### config.mk
export PLATFORM = sky130hd
export DESIGN_NAME = tagged_primitive_encoder_top
export DESIGN_NICKNAME = d
export VERILOG_FILES = /design/src/rtl/tpe_pkg.sv /design/src/rtl/tpe_front.sv /design/src/rtl/tpe_queue.sv /design/src/rtl/tpe_back.sv /design/src/rtl/tagged_primitive_encoder_top.sv
export SDC_FILE = /design/constraint.sdc
export NUM_CORES = 1
export LEC_CHECK = 0
export BUFFER_PORTS_ARGS = -buffer_cell sky130_fd_sc_hd__buf_2
export CAP_MARGIN = 10
export CORE_UTILIZATION = 41
export DETAILED_ROUTE_END_ITERATION = 8
export GPL_ROUTABILITY_DRIVEN = 1
export SLEW_MARGIN = 20
export SYNTH_ARGS = -nofsm -noshare
export SYNTH_HDL_FRONTEND = slang
export SYNTH_SLANG_ARGS = --single-unit
### constraint.sdc
create_clock -name clock -period 7.3 [get_ports clock]
set_clock_uncertainty 0.2 [all_clocks]
set_input_delay 0 -clock clock [delete_from_list [all_inputs] [get_ports clock]]
set_output_delay 0 -clock clock [all_outputs]
set_load 0.02 [all_outputs]
### src/rtl/tpe_pkg.sv
// Shared types and codes of the tagged primitive encoder.
package tpe_pkg;

   // Primitive selected by the mode field.
   localparam logic [3:0] MODE_NULL     = 4'd0;
   localparam logic [3:0] MODE_BOOL     = 4'd1;
   localparam logic [3:0] MODE_UNS      = 4'd2;
   localparam logic [3:0] MODE_SGN      = 4'd3;
   localparam logic [3:0] MODE_REAL     = 4'd4;
   localparam logic [3:0] MODE_DOUBLE   = 4'd5;
   localparam logic [3:0] MODE_DATE     = 4'd6;
   localparam logic [3:0] MODE_TIME     = 4'd7;
   localparam logic [3:0] MODE_ENUM     = 4'd8;
   localparam logic [3:0] MODE_OBJID    = 4'd9;
   localparam logic [3:0] MODE_CTX_UNS  = 4'd10;
   localparam logic [3:0] MODE_CTX_SGN  = 4'd11;
   localparam logic [3:0] MODE_CTX_ENUM = 4'd12;
   localparam logic [3:0] MODE_CTX_BOOL = 4'd13;
   localparam logic [3:0] MODE_OPEN     = 4'd14;
   localparam logic [3:0] MODE_CLOSE    = 4'd15;

   // Tag class in the header octet.
   localparam logic [3:0] KIND_APP   = 4'h0;
   localparam logic [3:0] KIND_CTX   = 4'h8;
   localparam logic [3:0] KIND_OPEN  = 4'hE;
   localparam logic [3:0] KIND_CLOSE = 4'hF;

   // Application tag numbers.
   localparam logic [7:0] APP_TAG_NULL   = 8'd0;
   localparam logic [7:0] APP_TAG_BOOL   = 8'd1;
   localparam logic [7:0] APP_TAG_UNS    = 8'd2;
   localparam logic [7:0] APP_TAG_SGN    = 8'd3;
   localparam logic [7:0] APP_TAG_REAL   = 8'd4;
   localparam logic [7:0] APP_TAG_DOUBLE = 8'd5;
   localparam logic [7:0] APP_TAG_ENUM   = 8'd9;
   localparam logic [7:0] APP_TAG_DATE   = 8'd10;
   localparam logic [7:0] APP_TAG_TIME   = 8'd11;
   localparam logic [7:0] APP_TAG_OBJID  = 8'd12;

   localparam logic [7:0]  TAG_EXT       = 8'd15;
   localparam logic [7:0]  TAG_REFUSED   = 8'd255;
   localparam logic [7:0]  UNSPEC_OCTET  = 8'd255;
   localparam logic [15:0] YEAR_BASE     = 16'd1900;
   localparam logic [15:0] YEAR_TOP      = 16'd2154;
   localparam logic [15:0] YEAR_RESET    = 16'hFFFF;
   localparam logic [30:0] REAL_INF      = 31'h7F800000;
   localparam logic [62:0] DOUBLE_INF    = 63'h7FF0000000000000;
   localparam logic [15:0] OBJ_TYPE_MAX  = 16'd1023;
   localparam logic [63:0] OBJ_INST_MAX  = 64'h3FFFFF;

   localparam int MAX_OCTETS = 10;

   // One classified item: octets left aligned, first octet in the top byte.
   typedef struct packed {
      logic [8*MAX_OCTETS-1:0] body;
      logic [3:0]              nbytes;
      logic                    refused;
   } record_type;

   typedef struct packed {
      logic not_empty;
      logic full;
   } q_status_type;

endpackage

### src/rtl/tpe_front.sv
// Front end: classifies an item and builds its octet record.
module tpe_front (
   input  logic              req_valid,
   input  logic [3:0]        req_mode,
   input  logic [7:0]        req_tag_number,
   input  logic [63:0]       req_value,
   input  logic [15:0]       req_part_a,
   input  logic [7:0]        req_part_b,
   input  logic [7:0]        req_part_c,
   input  logic [7:0]        req_part_d,
   input  logic [15:0]       req_space_left,
   input  logic [15:0]       year_code,
   input  tpe_pkg::q_status_type q_status,
   output logic              req_stall,
   output logic              push,
   output tpe_pkg::record_type push_rec
);
   import tpe_pkg::*;

   logic [31:0] lo;
   logic        int_sgn;
   logic [7:0]  fill3, fill2, fill1;
   logic [3:0]  int_len;
   logic [63:0] int_cont;
   logic [7:0]  hdr_tag;
   logic [3:0]  kind;
   logic [3:0]  len_f;
   logic [3:0]  clen;
   logic [63:0] cont;
   logic        bad;
   logic [7:0]  year_oct;
   logic        year_ok;
   logic        ext_tag, ext_len;
   logic [2:0]  lvt;
   logic [7:0]  h0;
   logic [23:0] hdr24;
   logic [1:0]  hn;
   logic [79:0] body;
   logic [4:0]  total;
   logic        no_room;

   assign lo = req_value[31:0];
   assign int_sgn = (req_mode == MODE_SGN) || (req_mode == MODE_CTX_SGN);
   assign fill3 = {8{int_sgn & lo[23]}};
   assign fill2 = {8{int_sgn & lo[15]}};
   assign fill1 = {8{int_sgn & lo[7]}};

   // fewest big-endian octets
   always_comb begin
      if (lo[31:24] != fill3) begin
         int_len = 4'd4;
         int_cont = {lo, 32'd0};
      end else if (lo[23:16] != fill2) begin
         int_len = 4'd3;
         int_cont = {lo[23:0], 40'd0};
      end else if (lo[15:8] != fill1) begin
         int_len = 4'd2;
         int_cont = {lo[15:0], 48'd0};
      end else begin
         int_len = 4'd1;
         int_cont = {lo[7:0], 56'd0};
      end
   end

   always_comb begin
      year_ok = 1'b1;
      if (req_part_a == year_code) begin
         year_oct = UNSPEC_OCTET;
      end else if (req_part_a >= YEAR_BASE && req_part_a <= YEAR_TOP) begin
         year_oct = 8'(req_part_a - YEAR_BASE);
      end else begin
         year_oct = 8'd0;
         year_ok = 1'b0;
      end
   end

   always_comb begin
      hdr_tag = APP_TAG_NULL;
      kind = KIND_APP;
      len_f = 4'd0;
      clen = 4'd0;
      cont = 64'd0;
      bad = 1'b0;
      case (req_mode)
         MODE_NULL: begin
            hdr_tag = APP_TAG_NULL;
         end
         MODE_BOOL: begin
            hdr_tag = APP_TAG_BOOL;
            len_f = {3'd0, req_value != 64'd0};
         end
         MODE_UNS, MODE_SGN, MODE_ENUM, MODE_CTX_UNS, MODE_CTX_SGN, MODE_CTX_ENUM: begin
            clen = int_len;
            len_f = int_len;
            cont = int_cont;
            case (req_mode)
               MODE_UNS: hdr_tag = APP_TAG_UNS;
               MODE_SGN: hdr_tag = APP_TAG_SGN;
               MODE_ENUM: hdr_tag = APP_TAG_ENUM;
               default: begin
                  hdr_tag = req_tag_number;
                  kind = KIND_CTX;
                  bad = (req_tag_number == TAG_REFUSED);
               end
            endcase
         end
         MODE_REAL: begin
            hdr_tag = APP_TAG_REAL;
            len_f = 4'd4;
            clen = 4'd4;
            cont = {lo, 32'd0};
            bad = (lo[30:0] > REAL_INF);
         end
         MODE_DOUBLE: begin
            hdr_tag = APP_TAG_DOUBLE;
            len_f = 4'd8;
            clen = 4'd8;
            cont = req_value;
            bad = (req_value[62:0] > DOUBLE_INF);
         end
         MODE_DATE: begin
            hdr_tag = APP_TAG_DATE;
            len_f = 4'd4;
            clen = 4'd4;
            cont = {year_oct, req_part_b, req_part_c, req_part_d, 32'd0};
            bad = !year_ok
               || !((req_part_b inside {[8'd1:8'd14]}) || req_part_b == UNSPEC_OCTET)
               || !((req_part_c inside {[8'd1:8'd34]}) || req_part_c == UNSPEC_OCTET)
               || !((req_part_d inside {[8'd1:8'd7]}) || req_part_d == UNSPEC_OCTET);
         end
         MODE_TIME: begin
            hdr_tag = APP_TAG_TIME;
            len_f = 4'd4;
            clen = 4'd4;
            cont = {req_part_a[7:0], req_part_b, req_part_c, req_part_d, 32'd0};
            bad = !(req_part_a <= 16'd23 || req_part_a == 16'd255)
               || !(req_part_b <= 8'd59 || req_part_b == UNSPEC_OCTET)
               || !(req_part_c <= 8'd59 || req_part_c == UNSPEC_OCTET)
               || !(req_part_d <= 8'd99 || req_part_d == UNSPEC_OCTET);
         end
         MODE_OBJID: begin
            hdr_tag = APP_TAG_OBJID;
            len_f = 4'd4;
            clen = 4'd4;
            cont = {req_part_a[9:0], req_value[21:0], 32'd0};
            bad = (req_part_a > OBJ_TYPE_MAX) || (req_value > OBJ_INST_MAX);
         end
         MODE_CTX_BOOL: begin
            hdr_tag = req_tag_number;
            kind = KIND_CTX;
            len_f = 4'd1;
            clen = 4'd1;
            cont = {7'd0, req_value != 64'd0, 56'd0};
            bad = (req_tag_number == TAG_REFUSED);
         end
         default: begin
            // opening and closing tags
            hdr_tag = req_tag_number;
            kind = (req_mode == MODE_OPEN) ? KIND_OPEN : KIND_CLOSE;
            bad = (req_tag_number == TAG_REFUSED);
         end
      endcase
   end

   // header octets
   assign ext_tag = (hdr_tag >= TAG_EXT);
   assign ext_len = (kind[2:0] == 3'd0) && (len_f >= 4'd5);
   assign lvt = (kind[2:0] != 3'd0) ? kind[2:0] : (ext_len ? 3'd5 : len_f[2:0]);
   assign h0 = {ext_tag ? 4'hF : hdr_tag[3:0], kind[3], lvt};

   always_comb begin
      if (ext_tag) begin
         hdr24 = {h0, hdr_tag, 8'd0};
         hn = 2'd2;
      end else if (ext_len) begin
         hdr24 = {h0, 4'd0, len_f, 8'd0};
         hn = 2'd2;
      end else begin
         hdr24 = {h0, 16'd0};
         hn = 2'd1;
      end
   end

   assign body = {hdr24, 56'd0} | ({cont, 16'd0} >> {hn, 3'b000});
   assign total = {3'd0, hn} + {1'b0, clen};
   assign no_room = {11'd0, total} > req_space_left;

   assign req_stall = q_status.full;
   assign push = req_valid && !q_status.full;

   always_comb begin
      push_rec.refused = bad || no_room;
      push_rec.body = push_rec.refused ? '0 : body;
      push_rec.nbytes = push_rec.refused ? 4'd1 : total[3:0];
   end

endmodule

### src/rtl/tpe_queue.sv
// Two-entry record queue between the front and back ends.
module tpe_queue (
   input  logic                clock,
   input  logic                reset,
   input  logic                push,
   input  tpe_pkg::record_type push_rec,
   input  logic                pop,
   output tpe_pkg::record_type head_rec,
   output tpe_pkg::q_status_type q_status
);
   import tpe_pkg::*;

   record_type slot0_ff, slot0_in;
   record_type slot1_ff, slot1_in;
   logic [1:0] count_ff, count_in;

   always_comb begin
      slot0_in = slot0_ff;
      slot1_in = slot1_ff;
      count_in = count_ff;
      case ({push, pop})
         2'b11: begin
            if (count_ff == 2'd1) begin
               slot0_in = push_rec;
            end else begin
               slot0_in = slot1_ff;
               slot1_in = push_rec;
            end
         end
         2'b01: begin
            slot0_in = slot1_ff;
            count_in = count_ff - 2'd1;
         end
         2'b10: begin
            if (count_ff == 2'd0) begin
               slot0_in = push_rec;
            end else begin
               slot1_in = push_rec;
            end
            count_in = count_ff + 2'd1;
         end
         default: begin
         end
      endcase
   end

   always_ff @(posedge clock) begin
      if (reset) begin
         count_ff <= 2'd0;
      end else begin
         count_ff <= count_in;
      end
      slot0_ff <= slot0_in;
      slot1_ff <= slot1_in;
   end

   assign head_rec = slot0_ff;
   assign q_status.not_empty = (count_ff != 2'd0);
   assign q_status.full = (count_ff == 2'd2);

endmodule

### src/rtl/tpe_back.sv
// Back end: sends the head record one octet per cycle into the output register while the output is not stalled.
module tpe_back (
   input  logic                clock,
   input  logic                reset,
   input  tpe_pkg::record_type head_rec,
   input  tpe_pkg::q_status_type q_status,
   input  logic                rsp_stall,
   output logic                pop,
   output logic                rsp_valid,
   output logic [7:0]          rsp_out_byte,
   output logic                rsp_last_byte,
   output logic                rsp_refused,
   output logic [3:0]          rsp_item_length
);
   import tpe_pkg::*;

   logic [3:0]  idx_ff, idx_in;
   logic        valid_ff, valid_in;
   logic [7:0]  byte_ff, byte_in;
   logic        last_ff, last_in;
   logic        refused_ff, refused_in;
   logic [3:0]  len_ff, len_in;
   logic        advance;
   logic        is_last;
   logic [79:0] shifted;

   assign advance = !valid_ff || !rsp_stall;
   assign shifted = head_rec.body << {idx_ff, 3'b000};
   assign is_last = (idx_ff == head_rec.nbytes - 4'd1);
   assign pop = advance && q_status.not_empty && is_last;

   always_comb begin
      idx_in = idx_ff;
      valid_in = valid_ff;
      byte_in = byte_ff;
      last_in = last_ff;
      refused_in = refused_ff;
      len_in = len_ff;
      if (advance) begin
         valid_in = q_status.not_empty;
         byte_in = shifted[79:72];
         last_in = is_last;
         refused_in = head_rec.refused;
         len_in = head_rec.refused ? 4'd0 : head_rec.nbytes;
         if (q_status.not_empty) begin
            idx_in = is_last ? 4'd0 : idx_ff + 4'd1;
         end
      end
   end

   always_ff @(posedge clock) begin
      if (reset) begin
         idx_ff <= 4'd0;
         valid_ff <= 1'b0;
      end else begin
         idx_ff <= idx_in;
         valid_ff <= valid_in;
      end
      byte_ff <= byte_in;
      last_ff <= last_in;
      refused_ff <= refused_in;
      len_ff <= len_in;
   end

   assign rsp_valid = valid_ff;
   assign rsp_out_byte = byte_ff;
   assign rsp_last_byte = last_ff;
   assign rsp_refused = refused_ff;
   assign rsp_item_length = len_ff;

endmodule

### src/rtl/tagged_primitive_encoder_top.sv
// Top level of the tagged primitive encoder: year register, front, queue, back.
//
//   channel  direction  handshake             payload
//   req_     in         req_valid/req_stall   mode, tag, value, parts a..d, space_left
//   rsp_     out        rsp_valid/rsp_stall   out_byte, last_byte, refused, item_length
//   csr_     in         csr_wr_en             csr_wr_data (unspecified year code)
//
// An item is classified in the cycle it is accepted and lands in a two-entry
// queue; the back end sends one octet per cycle unless the output is stalled,
// 1..10 octets per item, 1 when refused. The first octet passes a queue slot and
// the output register. Input stalls only when the queue holds two items. Reset
// is synchronous and empties the queue and the output register; the year code
// resets to 65535. A stalled output holds its octet and backs up the queue.
module tagged_primitive_encoder_top (
   input  logic        clock,
   input  logic        reset,
   input  logic        req_valid,
   output logic        req_stall,
   input  logic [3:0]  req_mode,
   input  logic [7:0]  req_tag_number,
   input  logic [63:0] req_value,
   input  logic [15:0] req_part_a,
   input  logic [7:0]  req_part_b,
   input  logic [7:0]  req_part_c,
   input  logic [7:0]  req_part_d,
   input  logic [15:0] req_space_left,
   output logic        rsp_valid,
   input  logic        rsp_stall,
   output logic [7:0]  rsp_out_byte,
   output logic        rsp_last_byte,
   output logic        rsp_refused,
   output logic [3:0]  rsp_item_length,
   input  logic        csr_wr_en,
   input  logic [15:0] csr_wr_data
);
   import tpe_pkg::*;

   logic [15:0]  year_code_ff, year_code_in;
   logic         push;
   logic         pop;
   record_type   push_rec;
   record_type   head_rec;
   q_status_type q_status;

   // year value that encodes as the unspecified octet
   assign year_code_in = csr_wr_en ? csr_wr_data : year_code_ff;

   always_ff @(posedge clock) begin
      if (reset) begin
         year_code_ff <= YEAR_RESET;
      end else begin
         year_code_ff <= year_code_in;
      end
   end

   tpe_front u_front (
      .req_valid      (req_valid),
      .req_mode       (req_mode),
      .req_tag_number (req_tag_number),
      .req_value      (req_value),
      .req_part_a     (req_part_a),
      .req_part_b     (req_part_b),
      .req_part_c     (req_part_c),
      .req_part_d     (req_part_d),
      .req_space_left (req_space_left),
      .year_code      (year_code_ff),
      .q_status       (q_status),
      .req_stall      (req_stall),
      .push           (push),
      .push_rec       (push_rec)
   );

   tpe_queue u_queue (
      .clock    (clock),
      .reset    (reset),
      .push     (push),
      .push_rec (push_rec),
      .pop      (pop),
      .head_rec (head_rec),
      .q_status (q_status)
   );

   tpe_back u_back (
      .clock           (clock),
      .reset           (reset),
      .head_rec        (head_rec),
      .q_status        (q_status),
      .rsp_stall       (rsp_stall),
      .pop             (pop),
      .rsp_valid       (rsp_valid),
      .rsp_out_byte    (rsp_out_byte),
      .rsp_last_byte   (rsp_last_byte),
      .rsp_refused     (rsp_refused),
      .rsp_item_length (rsp_item_length)
   );

endmodule

==> impl_results.md, run 1 <==
- Io pins: between 150 and 200
- Synth cell types: slightly above 80
- Core area: approximately 33000 µm²
- Vias per inst: approximately 6.3
- Worst-margin pin slew: between 1000 and 1500 ps
- Crit path buffers/inverters: 7
- Worst-case clock buffer depth: 3
- CP Data Required Time: roughly 7400 ps
- Hold_buf cts: roughly 110
- Top cells by area, synth: edfxtp_1 (41%), a21oi_1 (4.4%), dfxtp_1 (3.4%)
- Flops & latches, synth: between 200 and 250
- Antenna violations before repair: 0
- Crit-path slowest cell: dlygate4sd3_1
- Placed Instances: between 1500 and 2000
- Largest net degree at the start of global routing: 88
- Max rail drop VDD: about 250 µV
- GRT Util Overall: 29.2%
- CP Capture Type: register
- Port Buffers: 168
- Post-DP Area: about 15000 µm²
- # DRC: 0
- Finished Layout Cells: between 2000 and 2500
- Total negative slack: 0 ps
- Most numerous cell in the Yosys netlist: edfxtp_1
- Starting Density: between 40% and 50%
- Hold/Removal Path Class: in2reg
- Vias in the first global route: 12000
- Postcts setup bufs: 0
- Resized Gates After CTS: 0
- CTS root buf: clkbuf_16
- Filler cells: ~3000
- DR iter-0 viols: around 1600
- Total chip power: 0.00557 W
- Yosys warnings: 0
- Mapped Cells: 1374
- Sequential fraction of the synthesis area: ~44%
- Leak: between 6 and 7 nW
- Power Dens Cells: about 340 nW/µm²
- H-tree depth: 1
- Syn avg cell area: ~10 µm²
- RSZ-0062 raised after global routing: false
- Diode count: 0
- Period utilization: slightly above 80%
- Final HPWL DP: about 34000 µm
- Worst EP arrival: 6130 ps
- Top cell type by total area after synthesis: edfxtp_1
- Tmin final: between 6000 and 7000 ps
- Die Area: about 34000 µm²
- Final Hold Fails: 0
- Headroom to the max-slew limit: around a quarter
- Share of the synthesized area in the top cell type: ~41%
- Final setup fails: 0
- Crit-path cells: dlygate4sd3_1 -> buf_2 -> nor4_1 -> nand3_1 -> o211a_1 -> o21ai_0 -> ha_1 -> inv_1 -> fa_1 -> xor2_1 -> ha_1 -> and3_1 -> a31o_2 -> a21o_1 -> o211ai_1 -> nor2_1 -> buf_4 -> inv_2 -> buf_4 -> a21oi_1 -> dlygate4sd3_1
- Total Wirelength: slightly below 50000 µm
- Nets@finish: 1746
- Vias: between 10000 and 15000
- First-pass GRT wire length: 74200 µm
- Top_reg_cell synth: edfxtp_1
- Antenna viol nets, final: 0
- Clk_lat worst skew: about 540 ps
- DR WL/cell: approximately 24 µm
- Max Transition Viols Final: 0
- Total of max-cap violations: 0
- Syn nets: 1547
- Drt first pass iters: 6
- Status: finished, final reports clean
- Peak Freq: between 0.15 and 0.2 GHz
- CP Launch Type: input port
- Num rows: between 60 and 70
- Commonest cells post-synth: edfxtp_1 (184), a21oi_1 (118), clkbuf_1 (92), nand2_1 (69), nor2_1 (58)
- Largest fanout on the critical path: 29
- Clk sinks: around 210
- Synth-to-layout area growth: 22.0%
- Reg clk slew, reported paths: about 60 ps
- Post-synth EDFFs: 184
- Asr flop ratio synth: 0%
- Layout cells sized above 1: ~17%
- Total gr overflow: 0
- CP Class: in2reg
- Die X: roughly 180 µm
- CP top delay family: buffers and inverters
- Finished Cell Area: 16500 µm²
- CP peak stage delay: ~570 ps
- Netlist Area Pre-Place: about 14000 µm²
- CTS tree: built
- CTS buffer count: 25
- Routability cong.: around 0.97
- Chip Height: between 150 and 200 µm
-- metal layers --
metal	up-vias	global-route usage [%]	part of all wire, %	routed length [µm]
met5	-	0	0	0
li1	5777	-	-	-
met4	0	7.93	2.8	1400
met1	6295	41.3	44	21600
met2	679	46.3	46	22600
met3	91	4.24	8.0	3990
-- per-stage QoR --
step	setup WS, ps	hold WS, ps	util [%]
floorplan	220	-82.1	-
global placement	1600	6.34	45.1
detailed placement	1540	10.2	45.1
CTS	1350	9.81	50.8
global route	985	64.7	50.8
finish	1250	54.8	50.8
-- worst min-delay path: cells and delay by family --
kind            cells  cell delay [ps]
compound gates      3              470
simple gates        1               90
buf+inv             1              110
-- cells by family after synthesis --
family	share of synthesized area [%]
multiplexers	5.22
AND/OR/NAND/NOR	14.8
AO/OA/AOI/OAI	26.9
buffers and inverters	4.96
flip-flops	44.2
other	0.0277
adder cells (fa/ha/maj)	1.90
XOR/XNOR	1.88
-- where the power goes --
group	internal [W]	leakage [nW]	total (W)	switching (W)
sequential	0.00195	2.01	0.00214	0.000190
clock	0.000702	0.387	0.00121	0.000511
combinational	0.000829	3.74	0.00222	0.00140
total	0.00348	6.13	0.00557	0.00210
-- registers in the layout (all words and copies together) (netlist names) --
| register | cells |
|---|---|
| u_queue.slot1_ff | 85 |
| year_code_ff | 16 |
| u_queue.count_ff | 2 |
| u_queue.head_rec | 85 |
| u_back.idx_ff | 4 |
| u_back.rsp_out_byte | 8 |
| u_back.rsp_last_byte | 1 |
| u_back.rsp_refused | 1 |
| u_back.rsp_item_length | 4 |
| u_back.rsp_valid | 1 |
-- layout by cell type, fill, tap and decap left out, types with 8 or more instances in the layout --
cell,netlist,routed
edfxtp_1,184,184
buf_2,24,168
a21oi_1,118,116
dlygate4sd3_1,0,107
nand2_1,69,69
nor2_1,58,58
nand3_1,51,51
o21ai_0,48,48
a31oi_1,48,48
and2_1,43,43
a21boi_0,43,43
a21o_1,38,38
inv_1,37,37
nor3_1,38,37
mux2i_1,29,29
a221oi_1,29,29
clkbuf_16,0,25
nor2b_1,24,24
nor4_1,24,24
buf_4,1,23
nand4_1,22,22
xor2_1,22,22
dfxtp_1,23,22
o21a_1,20,20
a2bb2oi_1,19,19
a211o_1,18,18
a22o_1,17,17
ha_1,19,17
mux4_2,16,16
a22oi_1,14,14
o22ai_1,13,13
and3_1,12,12
a221o_1,12,12
a222oi_1,12,12
a32oi_1,11,11
clkinv_1,2,8
-- worst paths after layout --
check,slack (ps),end,start,depth (start not counted)
worst max-delay path,1250,u_queue.slot1_ff[83],req_value[11],21
worst min-delay path,50,u_queue.slot1_ff[47],req_part_c[2],5
worst max register to register,2970,u_queue.head_rec[14],u_queue.head_rec[2],11
worst min register to register,330,u_queue.count_ff[1],u_queue.count_ff[1],2
-- final cells by class --
class | count | area (µm²) | share of cell area, %
clock buffer | 30 | 644 | 3.90
timing repair buffer | 299 | 2100 | 12.7
sequential | 207 | 5990 | 36.3
tap | 442 | 553 | 3.35
clock inverter | 16 | 140 | 0.848
inverter | 41 | 154 | 0.932
multi-input combinational | 999 | 6930 | 42.0
Power figures use the tool's default switching activity.
==> inputs of run 2 (changes only) <==
- clock period: 7.3 -> 6.3 ns (I/O delays scaled with it)
==> run 2 against run 1 <==
  * Utilization down 0.33 points
  * First-iteration DRC count down 7.3%
  * Worst setup slack worse by 850 ps
  * Critical path depth down 2
  * Clock power up 6%
  * Critical path type unchanged
  * Combinational power up 17%
  * Flip-flop and latch count unchanged
==> impl_results.md, run 2 (synthesis results as in run 1) <==
- Clk pwr share: about a fifth
- Worst-case clock buffer depth: 3
- # DRC: 0
- H-tree depth: 1
- Total Wirelength: between 40000 and 50000 µm
- Final HPWL DP: approximately 34000 µm
- Most frequent cells in the layout: edfxtp_1 (184), buf_2 (168), a21oi_1 (116), dlygate4sd3_1 (97), nand2_1 (69)
- Finished Layout Cells: around 2000
- WHS Path Cells: 5
- Status: finished, final reports clean
- Psw: 0.00241 W
- Clk_lat worst skew: 530 ps
- CP Class: in2reg
- CP Launch Type: input port
- Starting Density: between 40% and 50%
- Synth-to-layout area growth: 21.2%
- Placed Instances: approximately 1900
- Total gr overflow: 0
- Antenna viol nets, final: 0
- Most common cell after layout, fill and taps aside: edfxtp_1
- Max rail drop VDD: 255 µV
- Vias per inst: about 6.3
- CP Capture Type: register
- CP Data Required Time: about 6400 ps
- Total of max-cap violations: 0
- Worst EP arrival: 5970 ps
- Final design utilization: between 50% and 60%
- Reg-to-reg slack, setup: between 2000 and 2500 ps
- Setup ws final: just under 400 ps
- Max Transition Viols Final: 0
- Filler cells: about 3100
- Postcts setup bufs: 0
- Vias: ~13000
- Vias in the first global route: 11700
- Headroom to the max-slew limit: a little over a quarter
- CTS buffer count: 24
- Final setup fails: 0
- RSZ-0062 raised after global routing: false
- Largest net degree at the start of global routing: between 80 and 90
- GRT Util Overall: between 20 and 30%
- Diode count: 0
- Num rows: 66
- Comb pwr share: 40.8%
- HP Start: req_value[60]
- Routability cong.: between 0.9 and 1
- Total negative slack: 0 ps
- Io pins: approximately 170
- Chip Height: 184 µm
- Leak: ~6.1 nW
- Antenna violations before repair: 0
- Drt first pass iters: 7
- First-pass GRT wire length: ~72000 µm
- Final Hold Fails: 0
- Die Area: about 34000 µm²
- R2R Path Start: u_queue.head_rec[2]
- Clk sinks: 207
- Nets@finish: between 1500 and 2000
- Switching Share: a little under two fifths
- Hold path endpoint: u_queue.slot1_ff[65]
- Critical R2R Capture: u_queue.slot1_ff[31]
- Pre-CTS WS: ~790 ps
- Peak Freq: about 0.17 GHz
- DR WL/cell: between 20 and 25 µm
- R2r worst-path depth: 12
- Period utilization: a little over nine tenths
- DR iter-0 viols: 1516
- Worst-margin pin slew: 1100 ps
- Tmin final: 5900 ps
- Hold/Removal Path Class: in2reg
- Internal power: ~0.0039 W
- Die X: roughly 180 µm
- Power Dens Cells: 388 nW/µm²
- Core area: about 33000 µm²
- CTS root buf: clkbuf_16
- Final hold slack: between 40 and 50 ps
- Largest fanout on the critical path: 25
- CTS tree: built
- Port Buffers: approximately 170
- Layout cells sized above 1: between 10% and 20%
- Reg clk slew, reported paths: roughly 60 ps
- Reg power frac: roughly two fifths
run 2: cell types whose count changed in the layout (fill, tap and decap cells not counted), sizes merged:
| cell | previous run | this run |
|---|---|---|
| dlygate4sd3 | 107 | 97 |
| clkinv | 14 | 8 |
| buf | 192 | 196 |
| clkbuf | 30 | 34 |
| bufinv | 2 | 0 |
| clkinvlp | 0 | 2 |
| inv | 41 | 40 |
run 2: power by group through the flow:
stage,Sequential [W],Clock [W],Combinational (W)
6_report,0.00248,0.00128,0.00260
5_1_grt,0.00252,0.00136,0.00280
4_1_cts,0.00248,0.00130,0.00259
3_5_place_dp,0.00250,0,0.00253
3_3_place_gp,0.00250,0,0.00246
2_1_floorplan,0.00253,0,0.00167
run 2: critical path: stages:
cell           delay, ps
dlygate4sd3_1        530
buf_2                180
nor4_1               770
nand3b_1             360
a21bo_1              450
o21ai_0              300
ha_1                 220
inv_1                 60
fa_1                 370
xor2_1               310
ha_1                 310
and3_1               150
a31o_2               240
a21o_1               190
o211ai_1             290
nor2_1               140
inv_2                440
a21oi_1               80
dlygate4sd3_1        580
run 2: worst max-delay path by stage:
stage | start | cells after the start | slack, ps | to
global placement | req_mode[0] | 17 | 830 | u_queue.slot1_ff[65]
floorplan | u_back.idx_ff[0] | 10 | -780 | u_queue.head_rec[0]
global route | req_value[29] | 19 | 230 | u_queue.slot1_ff[84]
CTS | req_value[29] | 19 | 500 | u_queue.slot1_ff[82]
detailed placement | req_value[29] | 18 | 790 | u_queue.slot1_ff[65]
finish | req_value[29] | 19 | 400 | u_queue.slot1_ff[84]
run 2: metrics by stage:
| stage | total power (W) | instance area [µm²] |
|---|---|---|
| 2_1_floorplan | 0.00420 | 13500 |
| 3_3_place_gp | 0.00496 | 14700 |
| 3_5_place_dp | 0.00504 | 14700 |
| 4_1_cts | 0.00637 | 16400 |
| 5_1_grt | 0.00668 | 16400 |
| 6_report | 0.00636 | 16400 |
run 2: per-layer routing:
metal	wire, µm	vias to the layer above	GRT usage [%]	share of wire [%]
met5	0	-	0	0
met1	21300	6216	40.4	44
met2	21700	628	43.9	45
met4	1620	0	9.23	3.3
li1	-	5774	-	-
met3	3730	98	3.86	7.7
run 2: area by class of cell:
cell class              count  area (µm²)  share of cell area, %
clock inverters             9        62.6                  0.381
inverters                  41         154                  0.938
repair buffers            293        2080                   12.7
flip-flops and latches    207        5990                   36.5
multi-input cells         999        6930                   42.3
well taps                 442         553                   3.37
clock buffers              34         638                   3.89
run 2: what timing repair did:
| item | CTS | global route |
|---|---|---|
| resized for setup | 0 | 0 |
| hold buffers | 97 | 0 |
| endpoints found under the hold margin | 105 | 0 |
==> inputs of run 3 (changes only) <==
- ABC_AREA: not set -> 1
==> run 3 against run 2 <==
  * Worst setup slack gained 560 ps
  * Highest routed layer unchanged
  * Global-route usage shrank 0.11 points
  * Wire length grew 7.5%
  * Critical path depth grew 7
==> impl_results.md, run 3 <==
- Vias in the first global route: about 14000
- Setup ws final: 960 ps
- Top Usage Layer GRT: met2
- Flops & latches, synth: roughly 210
- Io pins: approximately 170
- Seq. cell area: 5990 µm²
- CP Data Required Time: around 6400 ps
- Final setup fails: 0
- Met1 usage: a little under 40%
- Largest net degree at the start of global routing: 115
- CTS root buf: clkbuf_16
- Share of the synthesized area in the top cell type: around 37%
- Filler cells: 3548
- Port Buffers: between 150 and 200
- Core area: between 30000 and 40000 µm²
- Headroom to the max-slew limit: between 20% and 30%
- Worst-case clock buffer depth: 3
- Vias per inst: between 5 and 6
- RSZ-0062 raised after global routing: false
- Main combinational cell family by area after synthesis: simple AND/OR/NAND/NOR gates
- CP Capture Type: register
- Tmin final: 5340 ps
- Num rows: 69
- First-pass GRT wire length: roughly 80000 µm
- Post-synth EDFFs: 184
- CTS tree: built
- Drt first pass iters: 6
- Chip Height: 192 µm
- Period utilization: ~85%
- Yosys warnings: 0
- Antenna violations before repair: 0
- Synth Area in Adders: around 1.7%
- Nets@finish: approximately 2600
- Top cell type by total area after synthesis: edfxtp_1
- Die X: ~190 µm
- Most common cell after layout, fill and taps aside: nand2_1
- Mapped Cells: 2205
- Worst EP arrival: approximately 5400 ps
- Postcts setup bufs: 0
- Routability cong.: roughly 0.95
- Total of max-cap violations: 0
- Starting Density: 41.7%
- Final Hold Fails: 0
- GRT Util Overall: 28.1%
- H-tree depth: 1
- Largest fanout on the critical path: 114
- Commonest cells post-synth: nand2_1 (753), nor2_1 (374), inv_1 (188), edfxtp_1 (184), nand3_1 (170)
- Simple-Gate Fraction of Synth Area: about 37%
- Peak Freq: about 0.19 GHz
- Layout cells sized above 1: 11.3%
- Hold/Removal Path Class: in2reg
- Netlist Area Pre-Place: ~15000 µm²
- Asr flop ratio synth: 0%
- Top_reg_cell synth: edfxtp_1
- Synth-to-layout area growth: 20.1%
- Compound-Gate Fraction of Synth Area: between 10% and 20%
- Pre-CTS WS: around 1200 ps
- Max rail drop VDD: between 200 and 300 µV
- Sequential fraction of the synthesis area: roughly 40%
- DR WL/cell: roughly 18 µm
- Grt met2 use: around 45%
- Leak: about 8.6 nW
- WHS Path Cells: 7
- Syn avg cell area: around 6.7 µm²
- Post-synthesis mux area share: ~1.1%
- DR iter-0 viols: about 1700
- # DRC: 0
- Worst-margin pin slew: 1130 ps
- R2r worst-path depth: 11
- Most numerous cell in the Yosys netlist: nand2_1
- Area of the multi-input gates: 7570 µm²
- CTS buffer count: 25
- CP Class: in2reg
- Final HPWL DP: 36300 µm
- Most frequent cells in the layout: nand2_1 (753), nor2_1 (373), inv_1 (187), edfxtp_1 (184), nand3_1 (170)
- Total gr overflow: 0
- Final hold slack: 35.8 ps
- CP Launch Type: input port
- Top cells by area, synth: edfxtp_1 (37%), nand2_1 (19%), nor2_1 (9.5%)
- Status: finished, final reports clean
- Synth cell types: 44
- Total Wirelength: 52000 µm
- Grt met3 use: under 10%
- Max Transition Viols Final: 0
- Total negative slack: 0 ps
- Diode count: 0
- Power Dens Cells: 350 nW/µm²
- Reg clk slew, reported paths: ~60 ps
- Syn nets: between 2000 and 2500
- Antenna viol nets, final: 0
- Clk_lat worst skew: around 520 ps
- Die Area: 37000 µm²
- XOR/XNOR share of the synthesized area: 0.708%
- Vias: approximately 15000
- Clk sinks: slightly above 200
run 3: changes by cell type in the layout (fill, tap and decap cells not counted), moves of 23 or more:
cell and delta:
nand2_1 +684, nor2_1 +315, inv_1 +150, nand3_1 +119, o21ai_0 +87, a21oi_1 -72
a31oi_1 -46, a21boi_0 -43, and2_1 -43, a21o_1 -38, nor2b_1 -24, nor4_1 -23
run 3: worst paths after layout:
path                       start                    to  slack, ps
min            req_tag_number[2]  u_queue.slot1_ff[71]         40
min reg2reg  u_queue.head_rec[0]    u_back.rsp_refused        340
max reg2reg     u_back.idx_ff[2]  u_queue.head_rec[33]       1990
max                  req_mode[0]  u_queue.head_rec[18]        960
run 3: worst max-delay path, cell delays in order:
cell and delay [ps]:
dlygate4sd3_1 530, buf_2 220, nand3_1 220, nor2_1 140, nand3_1 160, nand2_2 190, nand2_1 430, inv_1 260
nand2_1 150, nand2_1 100, ha_1 150, inv_1 50, fa_1 370, xor2_1 320, inv_1 90, ha_1 300
nand3_1 90, o211ai_1 170, a21oi_1 80, nor3_1 350, a21oi_4 190, buf_12 270, nand2_1 130, inv_1 50
o21ai_0 140, nand2_1 130
run 3: layout make-up:
class,count,share of cell area [%]
clock buffers,35,3.72
clock inverters,9,0.386
flip-flops and latches,207,33.6
multi-input cells,1672,42.5
repair buffers,300,12.1
inverters,214,4.53
well taps,461,3.23
run 3: logic make-up after synthesis:
kind of cell / count (synthesis)
AOI/OAI and AO/OA: 272
xor gates and xnor gates: 12
adders and majority gates: 20
buffers and inverters: 326
DFF: 207
muxes: 16
other: 1
and+or+nand+nor: 1351
run 3: through the flow:
| stage | instance area, µm² | std cells | total power [W] | utilization (%) |
|---|---|---|---|---|
| detailed placement | 16000 | 2744 | 0.00486 | 45.0 |
| global placement | 16000 | 2744 | 0.00482 | 45.0 |
| global route | 17800 | 2898 | 0.00665 | 50.1 |
| floorplan | 14900 | 2205 | 0.00405 | - |
| CTS | 17800 | 2898 | 0.00626 | 50.1 |
| finish | 17800 | 2898 | 0.00625 | 50.1 |
run 3: report_power, final:
part / switching (W) / internal (W) / total, W / leakage, nW
logic: 0.00170 / 0.000754 / 0.00246 / 6.22
registers: 0.000192 / 0.00226 / 0.00245 / 1.98
clock network: 0.000571 / 0.000770 / 0.00134 / 0.356
run 3: routing by layer:
layer | wire length (µm) | share of wire [%] | vias to the layer above
li1 | - | - | 7568
met5 | 0 | 0 | -
met4 | 1300 | 2.5 | 0
met2 | 23500 | 45 | 686
met3 | 4240 | 8.2 | 77
met1 | 22900 | 44 | 7124
run 3: repair_timing:
item,4_1_cts,5_1_grt
endpoints found under the hold margin,88,0
hold buffers,110,0
resized for setup,0,0
